--- src/rtl/core/rle8_slice_decoder_assert.svh ---
// Assertion macros for the byte run-length slice decoder.
// Each check is clocked on clk and held off while rst is high.
`ifndef RLE8_SLICE_DECODER_ASSERT_SVH
`define RLE8_SLICE_DECODER_ASSERT_SVH

// Same-cycle implication.
`define RLE8_ASSERT_NOW(label, ante, cons, msg) \
  label: assert property (@(posedge clk) disable iff (rst) (ante) |-> (cons)) \
    else $error(msg);

// Next-cycle implication.
`define RLE8_ASSERT_NEXT(label, ante, cons, msg) \
  label: assert property (@(posedge clk) disable iff (rst) (ante) |=> (cons)) \
    else $error(msg);

`endif

--- src/rtl/core/rle8_pkg.sv ---
`timescale 1ns / 1ps
// ----------------------------------------------------------------------------
// rle8_pkg
// Types and constants shared by the run-length slice decoder.
// ----------------------------------------------------------------------------
package rle8_pkg;

  localparam int CFG_W      = 25;
  localparam int BYTE_W     = 8;
  localparam int RUN_W      = 7;
  localparam int LANE_W     = 3;
  localparam int LANES      = 4;
  localparam int OUT_LANES  = 4;
  localparam int IN_DATA_W  = 8;
  localparam int IN_USER_W  = 1;
  localparam int OUT_DATA_W = 40;
  localparam int OUT_USER_W = 2;

  localparam logic [RUN_W-1:0]  COUNT_MASK   = 7'h7f;
  localparam logic [BYTE_W-1:0] LITERAL_FLAG = 8'h80;

  // Group size before the 32-group limit raises it: OUT_LANES clamped to 1..4.
  localparam logic [LANE_W-1:0] LANE_BASE =
    (OUT_LANES < 1) ? 3'd1 : (OUT_LANES > 4) ? 3'd4 : LANE_W'(OUT_LANES);

  typedef enum logic [3:0] {
    PH_HEADER  = 4'b0001,
    PH_LITERAL = 4'b0010,
    PH_VALUE   = 4'b0100,
    PH_DONE    = 4'b1000
  } phase_t;

  typedef enum logic [2:0] {
    S_IDLE = 3'b001,
    S_EVAL = 3'b010,
    S_EMIT = 3'b100
  } seq_t;

endpackage

--- src/rtl/core/rle8_slice_decoder.sv ---
`timescale 1ns / 1ps
// ----------------------------------------------------------------------------
// rle8_slice_decoder
// Byte run-length slice decoder: literal runs pass through, repeat runs are
// expanded into groups of up to four bytes, bounded by the slice size.
// ----------------------------------------------------------------------------
// channel | direction | handshake        | payload
// s_*     | in        | s_tvalid/tready  | tdata: code_byte; tuser: slice_start
// m_*     | out       | m_tvalid/tready  | tdata: bytes 0..3, lane_count;
//         |           |                  | tlast: run_last; tuser: end, overflow
// cfg_*   | in        | cfg_we           | cfg_data: slice_bytes
//
// Every code item is accepted in S_IDLE, then evaluated through the room
// unit in S_EVAL. A repeat run that keeps any bytes then emits its output
// groups (1..32) from S_EMIT; with no room left its single item comes from
// evaluation. The output register holds a group while m_tready is low; the
// sequencer waits on it and takes no item until the register is free or
// being taken. Synchronous rst clears the slice size, state, counts and flags.
// ----------------------------------------------------------------------------
module rle8_slice_decoder #(
  parameter int COUNT_BITS = 25
) (
  input  logic                           clk,
  input  logic                           rst,
  input  logic                           cfg_we,
  input  logic [rle8_pkg::CFG_W-1:0]     cfg_data,
  input  logic                           s_tvalid,
  output logic                           s_tready,
  // [7:0] code_byte
  input  logic [rle8_pkg::IN_DATA_W-1:0] s_tdata,
  // [0] slice_start
  input  logic [rle8_pkg::IN_USER_W-1:0] s_tuser,
  output logic                           m_tvalid,
  input  logic                           m_tready,
  // [7:0] out_byte0, [15:8] out_byte1, [23:16] out_byte2, [31:24] out_byte3,
  // [34:32] lane_count, [39:35] zero
  output logic [rle8_pkg::OUT_DATA_W-1:0] m_tdata,
  output logic                           m_tlast,
  // [0] slice_end, [1] overflow
  output logic [rle8_pkg::OUT_USER_W-1:0] m_tuser
);

  import rle8_pkg::*;

  seq_t                   state, state_next;
  phase_t                 phase, phase_next;
  logic [COUNT_BITS-1:0]  limit;
  logic [COUNT_BITS-1:0]  written, written_next;
  logic [COUNT_BITS-1:0]  room;
  logic [RUN_W-1:0]       bytes_left, bytes_left_next;
  logic [RUN_W-1:0]       kept_left, kept_left_next;
  logic [LANE_W-1:0]      group_lanes, group_lanes_next;
  logic                   ovf, ovf_next;
  logic [BYTE_W-1:0]      cur_byte;

  logic                   load;
  logic [LANE_W-1:0]      emit_lanes;
  logic                   emit_last;
  logic                   emit_end;
  logic                   emit_ovf;

  logic                   in_acc;
  logic                   out_free;
  logic [RUN_W-1:0]       kept;
  logic [LANE_W-1:0]      need;
  logic [LANE_W-1:0]      grp;
  logic [LANES*BYTE_W-1:0] lane_bytes;

  rle8_room #(.COUNT_BITS(COUNT_BITS)) u_room (
    .limit   (limit),
    .written (written),
    .room    (room)
  );

  assign out_free = !m_tvalid || m_tready;
  assign s_tready = (state == S_IDLE) && out_free;
  assign in_acc   = s_tvalid && s_tready;

  // Repeat run sizing: bytes that fit, and the group size that keeps the
  // run within 32 groups.
  assign kept = (COUNT_BITS'(bytes_left) < room) ? bytes_left : room[RUN_W-1:0];
  assign need = LANE_W'((8'(bytes_left) + 8'd31) >> 5);
  assign grp  = (COUNT_BITS'(kept_left) < COUNT_BITS'(group_lanes)) ?
                LANE_W'(kept_left) : group_lanes;

  always_comb begin
    state_next       = state;
    phase_next       = phase;
    written_next     = written;
    bytes_left_next  = bytes_left;
    kept_left_next   = kept_left;
    group_lanes_next = group_lanes;
    ovf_next         = ovf;
    load             = 1'b0;
    emit_lanes       = '0;
    emit_last        = 1'b1;
    emit_end         = 1'b0;
    case (state)
      S_IDLE: begin
        if (in_acc) begin
          state_next = S_EVAL;
        end
      end
      S_EVAL: begin
        state_next = S_IDLE;
        case (phase)
          PH_HEADER: begin
            if ((cur_byte[RUN_W-1:0] & COUNT_MASK) == '0) begin
              phase_next = PH_DONE;
              load       = 1'b1;
              emit_end   = 1'b1;
            end else begin
              bytes_left_next = cur_byte[RUN_W-1:0] & COUNT_MASK;
              phase_next      = ((cur_byte & LITERAL_FLAG) != '0) ? PH_LITERAL : PH_VALUE;
            end
          end
          PH_LITERAL: begin
            load = 1'b1;
            if (room != '0) begin
              written_next = written + COUNT_BITS'(1);
              emit_lanes   = LANE_W'(1);
            end else begin
              ovf_next = 1'b1;
            end
            bytes_left_next = bytes_left - RUN_W'(1);
            if (bytes_left == RUN_W'(1)) begin
              phase_next = PH_HEADER;
            end
          end
          PH_VALUE: begin
            if (kept != bytes_left) begin
              ovf_next = 1'b1;
            end
            written_next    = written + COUNT_BITS'(kept);
            bytes_left_next = '0;
            phase_next      = PH_HEADER;
            if (kept == '0) begin
              load = 1'b1;
            end else begin
              kept_left_next   = kept;
              group_lanes_next = (need > LANE_BASE) ? need : LANE_BASE;
              state_next       = S_EMIT;
            end
          end
          default: begin
            // done phase: drop the byte
          end
        endcase
      end
      S_EMIT: begin
        if (out_free) begin
          load           = 1'b1;
          emit_lanes     = grp;
          emit_last      = (kept_left == RUN_W'(grp));
          kept_left_next = kept_left - RUN_W'(grp);
          if (emit_last) begin
            state_next = S_IDLE;
          end
        end
      end
      default: begin
        state_next = S_IDLE;
      end
    endcase
    emit_ovf = ovf_next;
  end

  always_comb begin
    for (int i = 0; i < LANES; i++) begin
      lane_bytes[i*BYTE_W +: BYTE_W] = (LANE_W'(i) < emit_lanes) ? cur_byte : '0;
    end
  end

  always_ff @(posedge clk) begin
    if (rst) begin
      state      <= S_IDLE;
      phase      <= PH_HEADER;
      limit      <= '0;
      written    <= '0;
      bytes_left <= '0;
      kept_left  <= '0;
      ovf        <= 1'b0;
      m_tvalid   <= 1'b0;
    end else begin
      state       <= state_next;
      kept_left   <= kept_left_next;
      group_lanes <= group_lanes_next;
      if (cfg_we) begin
        limit <= COUNT_BITS'(cfg_data);
      end
      if (in_acc && s_tuser[0]) begin
        // slice start: clear the decoder before this item is looked at
        phase      <= PH_HEADER;
        written    <= '0;
        bytes_left <= '0;
        ovf        <= 1'b0;
      end else begin
        phase      <= phase_next;
        written    <= written_next;
        bytes_left <= bytes_left_next;
        ovf        <= ovf_next;
      end
      if (load) begin
        m_tvalid <= 1'b1;
      end else if (m_tready) begin
        m_tvalid <= 1'b0;
      end
    end
  end

  always_ff @(posedge clk) begin
    if (in_acc) begin
      cur_byte <= s_tdata;
    end
    if (load) begin
      m_tdata <= {(OUT_DATA_W - LANES*BYTE_W - LANE_W)'(0), emit_lanes, lane_bytes};
      m_tlast <= emit_last;
      m_tuser <= {emit_ovf, emit_end};
    end
  end

  `include "rle8_slice_decoder_assert.svh"

  `RLE8_ASSERT_NEXT(a_acc_eval, in_acc, state == S_EVAL, "accepted item not evaluated")
  `RLE8_ASSERT_NOW(a_emit_left, state == S_EMIT, kept_left != '0, "empty repeat group")
  `RLE8_ASSERT_NOW(a_lane_max, m_tvalid, m_tdata[34:32] <= 3'd4, "lane count above four")
  `RLE8_ASSERT_NOW(a_end_form, m_tvalid && m_tuser[0], m_tlast && (m_tdata[34:32] == 3'd0),
                   "slice end group malformed")

endmodule

--- src/rtl/core/rle8_room.sv ---
`timescale 1ns / 1ps
// ----------------------------------------------------------------------------
// rle8_room
// Space left in the slice: limit minus bytes written, or zero once full.
// Serves both literal and repeat handling.
// ----------------------------------------------------------------------------
module rle8_room #(
  parameter int COUNT_BITS = 25
) (
  input  logic [COUNT_BITS-1:0] limit,
  input  logic [COUNT_BITS-1:0] written,
  output logic [COUNT_BITS-1:0] room
);

  assign room = (written < limit) ? (limit - written) : '0;

endmodule

--- config.mk ---
export PLATFORM = sky130hd
export DESIGN_NAME = rle8_slice_decoder
export DESIGN_NICKNAME = d
export VERILOG_FILES = /design/src/rtl/core/rle8_pkg.sv /design/src/rtl/core/rle8_slice_decoder.sv /design/src/rtl/core/rle8_room.sv
export VERILOG_INCLUDE_DIRS = /design/src /design/src/rtl/core
export SDC_FILE = /design/constraint.sdc
export NUM_CORES = 1
export LEC_CHECK = 0
export BUFFER_PORTS_ARGS = -buffer_cell sky130_fd_sc_hd__buf_4
export CORE_MARGIN = 3
export CORE_UTILIZATION = 40
export CTS_CLUSTER_SIZE = 40
export DETAILED_ROUTE_END_ITERATION = 8
export GPL_TIMING_DRIVEN = 0
export PLACE_DENSITY_LB_ADDON = 0.15
export SLEW_MARGIN = 20
export SYNTH_ARGS = -nofsm -noshare
export SYNTH_HDL_FRONTEND = slang
export SYNTH_SLANG_ARGS = --single-unit
--- constraint.sdc ---
create_clock -name clk -period 7.8 [get_ports clk]
set_input_delay 1.17 -clock clk [delete_from_list [all_inputs] [get_ports clk]]
set_output_delay 1.17 -clock clk [all_outputs]
set_load 0.01 [all_outputs]
Yosys cells after proc, flatten, opt, wreduce, memory -nomap -nowiden. Cells that the tools add are included.

Register bits after elaboration: 122. Output and inout bits: 45. Word-level logic and storage cells: 108. Bits of input ports: 39.

Mux-type cells: 36. Equality and inequality tests: 17. Reductions and logical operators: 21. Magnitude comparators: 8. Add/sub/neg operators: 6. Bitwise gates (word level): 2.

Operators with widths (count): 25-bit two-way mux (2); 25-bit one-hot mux with 2 select lines (1); 7-bit two-way mux (5); 25-bit by 1-bit adder with 25-bit output (second input constant) (1); 25-bit by 7-bit adder with 25-bit output (1); 25-bit < comparator (1); 7-bit by 25-bit < comparator with 1-bit output (1); 25-bit nonzero test (1); 25-bit subtractor (1); 3-bit two-way mux (8); 7-bit one-hot mux with 3 select lines (1); 2-bit inequality test (second input constant) (8); 7-bit zero test (2); 7-bit one-hot mux with 2 select lines (1); 4-bit one-hot mux with 3 select lines (1); 3-bit AND reduction (4); 1-bit two-way mux (10); 3-bit one-hot mux with 3 select lines (1); 7-bit by 5-bit adder with 8-bit output (second input constant) (1); 4-bit two-way mux (2); 4-bit AND reduction (2); 7-bit by 1-bit equality test with 1-bit output (second input constant) (1); 7-bit by 3-bit equality test with 1-bit output (1); 7-bit by 3-bit < comparator with 1-bit output (1); other kinds (23) (32).

Depth between registers and ports, before layout.
Depth in word-level cells: 9. Gate-level depth with buffers: 34. Gate-level depth less buffers: 30.

Hierarchy. From an unflattened synthesis, not the netlist that was laid out.

Cell total of the unflattened synthesis: 869. Area total of the unflattened synthesis: 7708.6 um^2.

By module, submodules not included: rle8_slice_decoder (area each 6038.3 um^2, instances 1, seq. area each 2932.8 um^2, cells each 612); rle8_room (area each 1670.4 um^2, instances 1, seq. area each 0.0 um^2, cells each 257).

Worst setup path before layout. OpenSTA, ideal clock, no wires.

Kind: register to register. From: register written[13]. To: register written[24]. Library setup time: 128 ps. Arrival time: 5771 ps. Clock period less this slack: 5899 ps. Setup slack: 1901 ps. Buffers on the path: 4. Data required time: 7672 ps. Cell stages (with the launch flop): 34. Cells stage by stage: dfxtp_1 > inv_1 > ha_1 > clkbuf_1 > nand4_1 > nor3_1 > o2111ai_1 > nand3_1 > o211ai_1 > a21oi_1 > clkbuf_1 > nand2_1 > ha_1 > o21a_1 > nor2_1 > nor2_1 > nand2_1 > o21a_1 > clkbuf_1 > a21o_1 > buf_2 > a221o_1 > ha_1 > fa_1 > a21o_1 > a21oi_1 > o21bai_1 > a21oi_1 > nor2b_1 > nor2_1 > or3_1 > a21oi_1 > xnor2_1 > nor2_1.

Cells in the longest elaborated chain, start to end: 6. Elaborated cells on any way between the ends: 12. Classes of those cells: add/sub (3); order compare (2); eq/ne (1); mux (4); reduce/logical (2).

Ends and longest elaborated chain: start, declared (RTL line rle8_slice_decoder.sv:48) `logic [COUNT_BITS-1:0] written, written_next;`; start signal, assigned (RTL line rle8_slice_decoder.sv:199) `written <= written_next;`; 25-bit subtractor or 25-bit < comparator (tied branches) (RTL line rle8_room.sv:15) `assign room = (written < limit) ? (limit - written) : '0;`; 25-bit two-way mux (RTL line rle8_room.sv:15); 7-bit by 25-bit < comparator with 1-bit output (RTL line rle8_slice_decoder.sv:81) `assign kept = (COUNT_BITS'(bytes_left) < room) ? bytes_left : room[RUN_W-1:0];`; 7-bit two-way mux (RTL line rle8_slice_decoder.sv:81); 25-bit by 7-bit adder with 25-bit output (RTL line rle8_slice_decoder.sv:134) `written_next = written + COUNT_BITS'(kept);`; 25-bit one-hot mux with 2 select lines (RTL line rle8_slice_decoder.sv:106) `case (phase)`.

Several ways; a longest one is shown, not always the timed one. The select of a mux whose other input is x is not followed. A chain may end at the register's enable or synchronous reset.

Worst setup path in the final report.
From: register written[15]. To: register written[24].

Same word-level chain as after synthesis.

==> flow_summary.json <==
{
  "max_cap_violations": 0,
  "worst_setup_path_end_kind": "flip-flop",
  "crit_path_start_kind": "flip-flop",
  "powerDensity_mw_per_mm2": 197,
  "power_frac_comb_pct": 16.3,
  "die_area_sq_mm": 0.0211,
  "pwr-share-clk_pct": 46.4,
  "ff_latch_area_sq_mm": 0.00293,
  "vias": 6707,
  "seq_power_share_pct": 37.3,
  "die_y_microns": 145,
  "required_ns": 8.10,
  "holdBufCountCts": 0,
  "drt_iter0_markers": 580,
  "multi_input_area_sq_mm": 0.00445,
  "setup_violations": 0,
  "period_minus_slack_ns": 7.24,
  "final_nets": 1073,
  "p_sw_mw": 0.525,
  "cts.path.max_buffers": 2,
  "synthXorXnorAreaFrac_pct": 4.41,
  "synthArstFlopShare_pct": 0,
  "cts_root_buffer": "clkbuf_16",
  "total_power_mw": 1.83,
  "leakage_nw": 3.62,
  "antenna_found_initial": 0,
  "fin_worst_skew_ns": 0.00864,
  "drive_gt1_share_pct": 14.2,
  "r2r_start": "written[15]",
  "fp.dieW_microns": 145,
  "synth_mux_area_share_pct": 4.93,
  "clk_latency_ns": 0.43,
  "hold_start": "kept_left[0]",
  "htree_levels": 4,
  "grt.total_usage_pct": 19.5,
  "clk_pin_slew_ns": 0.06,
  "grt-ovfl-total": 0,
  "wl_per_cell_microns": 16.4,
  "drv_slew": 0,
  "max_slew_margin_pct": 43.5,
  "first_pass_iters": 5,
  "rows": 50,
  "area_delta_synth_final_pct": 20.4,
  "ios": 84,
  "synthesis.area_sq_mm": 0.00774,
  "post-route-period-util_pct": 92.8,
  "worstSetupStartpoint": "written[15]",
  "io_buffers": 77,
  "hold_class": "flip-flop to flip-flop",
  "synth_flop_cell": "dfxtp_1",
  "path_class": "flip-flop to flip-flop",
  "seq_area_frac_synth_pct": 37.9,
  "synthAdderAreaFrac_pct": 8.05,
  "tightestPinTransition_ns": 0.826,
  "antenna_cells": 0,
  "synth_top_family_by_area": "simple AND/OR/NAND/NOR gates",
  "status": "completed",
  "synth.distinct_cells": 75,
  "cts.sinks": 122,
  "avgSynthCellArea_sq_um": 8.76,
  "clock.fmax_ghz": 0.138,
  "fp.coreArea_sq_mm": 0.0188,
  "antenna_left": 0,
  "rsz0062_at_grt": "true",
  "synth_compound_area_share_pct": 19.1,
  "synth-seq-cells": 122,
  "critPathMaxFanout": 10,
  "grt_start_max_net_pins": 27,
  "syn_inst": 884,
  "cp_slowest_stage_delay_ns": 0.41,
  "p_int_mw": 1.31,
  "grt_pass1_vias": 6287,
  "dp_hpwl_microns": 15600,
  "setup_slack_ns": 0.559,
  "drc": 0,
  "yosys.area_share.simple_pct": 20.4,
  "yosys_warnings": 0,
  "swShare_pct": 28.7,
  "nFillCells": 1848,
  "cpMostUsedCell": "a21oi_1",
  "place_worst_setup_slack_ns": 0.529,
  "hold_viol_final": 0,
  "cts_buffers": 17,
  "crit_slowest_cell": "clkbuf_1",
  "drt_wl_total_microns": 20700,
  "start_util_pct": 41.1,
  "place_congestion": 0.903,
  "viasPerCell": 5.33,
  "worstPathArrival_ns": 7.54,
  "tritoncts": "built",
  "grt_pass1_wl_microns": 33400,
  "ir_worst_vdd_mv": 0.163,
  "synth_enable_flop_cells": 49
}
==> cell families after synthesis <==
family	Yosys count
flops	122
simple gates	317
xor+xnor	39
compound gates	223
fa+ha+maj	48
other cells	2
mux	38
buf+inv	95
==> timing repair <==
item | in CTS | in global routing
buffers inserted | 0 | 0
endpoints found under the setup margin | 0 | 18
resized for setup | 0 | 2
==> cells in the final DEF (no fill, tap or decap), types with 37 or more instances in the layout <==
| cell | n |
|---|---|
| ha_1 | 45 |
| inv_1 | 48 |
| o21ai_0 | 48 |
| dfxtp_1 | 73 |
| a21oi_1 | 61 |
| nor2_1 | 96 |
| nand2_1 | 68 |
| mux2i_1 | 37 |
| edfxtp_1 | 49 |
| buf_4 | 83 |
==> power groups by stage <==
stage	logic (mW)	clock network [mW]	registers, mW
floorplan	0.218	0	0.693
global placement	0.294	0	0.698
detailed placement	0.294	0	0.697
CTS	0.296	0.857	0.684
global route	0.331	0.886	0.685
finish	0.298	0.850	0.684
==> final timing paths <==
path | end | slack [ns] | cells past startpoint
worst max-delay path | written[24] | 0.56 | 33
worst min-delay path | kept_left[0] | 0.45 | 2
worst max register to register | written[24] | 0.56 | 33
worst min register to register | kept_left[0] | 0.45 | 2
==> stage by stage <==
| step | hold slack, ns | area [sq um] | std cells | utilization [%] | setup TNS [ns] |
|---|---|---|---|---|---|
| 5_1_grt | 0.467 | 9320 | 1259 | 49.5 | -0.0699 |
| 4_1_cts | 0.454 | 9310 | 1259 | 49.4 | 0 |
| 2_1_floorplan | 0.432 | 7760 | 889 | - | 0 |
| 3_5_place_dp | 0.446 | 8680 | 1227 | 46.1 | 0 |
| 6_report | 0.450 | 9320 | 1259 | 49.5 | 0 |
| 3_3_place_gp | 0.446 | 8660 | 1226 | 46.0 | 0 |
==> state kept, by name, indices dropped and copies added, names as in the netlist <==
register	flops
state	3
cur_byte	8
kept_left	7
m_tlast	1
m_tvalid	1
phase	4
ovf	1
written	25
m_tuser	2
group_lanes	3
limit	25
m_tdata	35
bytes_left	7
==> cell usage after synthesis (all sizes together) (3+ instances only) <==
cell type  count  area share [%]
and2          28             2.3
a21oi         62             4.0
nor3          20             1.4
inv           48             2.3
edfxtp        49              19
or3            6            0.49
clkbuf        28             1.4
o22ai          3            0.24
a211oi        17             1.6
xor2           8            0.91
o32ai          4            0.45
ha            45             7.3
a21boi         3            0.29
and3           5            0.47
o21bai         5            0.49
buf           19             1.4
and4           3            0.34
a21o          13             1.3
nand2b        17             1.4
nor2          98             4.8
nand3         17             1.1
o211ai         8            0.84
a2111oi        9             1.0
nor4           5            0.40
nand4         15             1.3
a22oi         10             1.0
nor4b          4            0.53
o21a           8            0.78
dfxtp         73              19
nand2         69             3.3
xnor2         31             3.5
fa             3            0.78
or2            4            0.32
o21ai         48             3.1
a31oi          7            0.57
nor2b         18             1.5
mux2i         37             4.8
==> critical path, delay by kind of cell (launching register included) <==
family,cells,cell delay (ns)
compound gates,13,2.40
simple gates,11,1.78
fa+ha+maj,4,1.22
buf+inv,4,1.14
flops,1,0.36
xor+xnor,1,0.17
==> routing by layer <==
| layer | track usage, % | vias up | share of wire [%] |
|---|---|---|---|
| met5 | 0 | - | 0 |
| met4 | 6.65 | 0 | 2.3 |
| met3 | 3.28 | 31 | 4.4 |
| met2 | 32.0 | 162 | 47 |
| met1 | 26.1 | 3134 | 46 |
| li1 | - | 3380 | - |
==> layout make-up <==
class / instances / area share, %
timing repair buffer: 78 / 6.42
sequential: 122 / 31.5
inverter: 48 / 1.93
clock inverter: 15 / 2.12
multi-input combinational: 672 / 47.7
clock buffer: 17 / 4.56
buffer: 47 / 2.31
tap: 260 / 3.49
(Power assumes the default switching activity.)
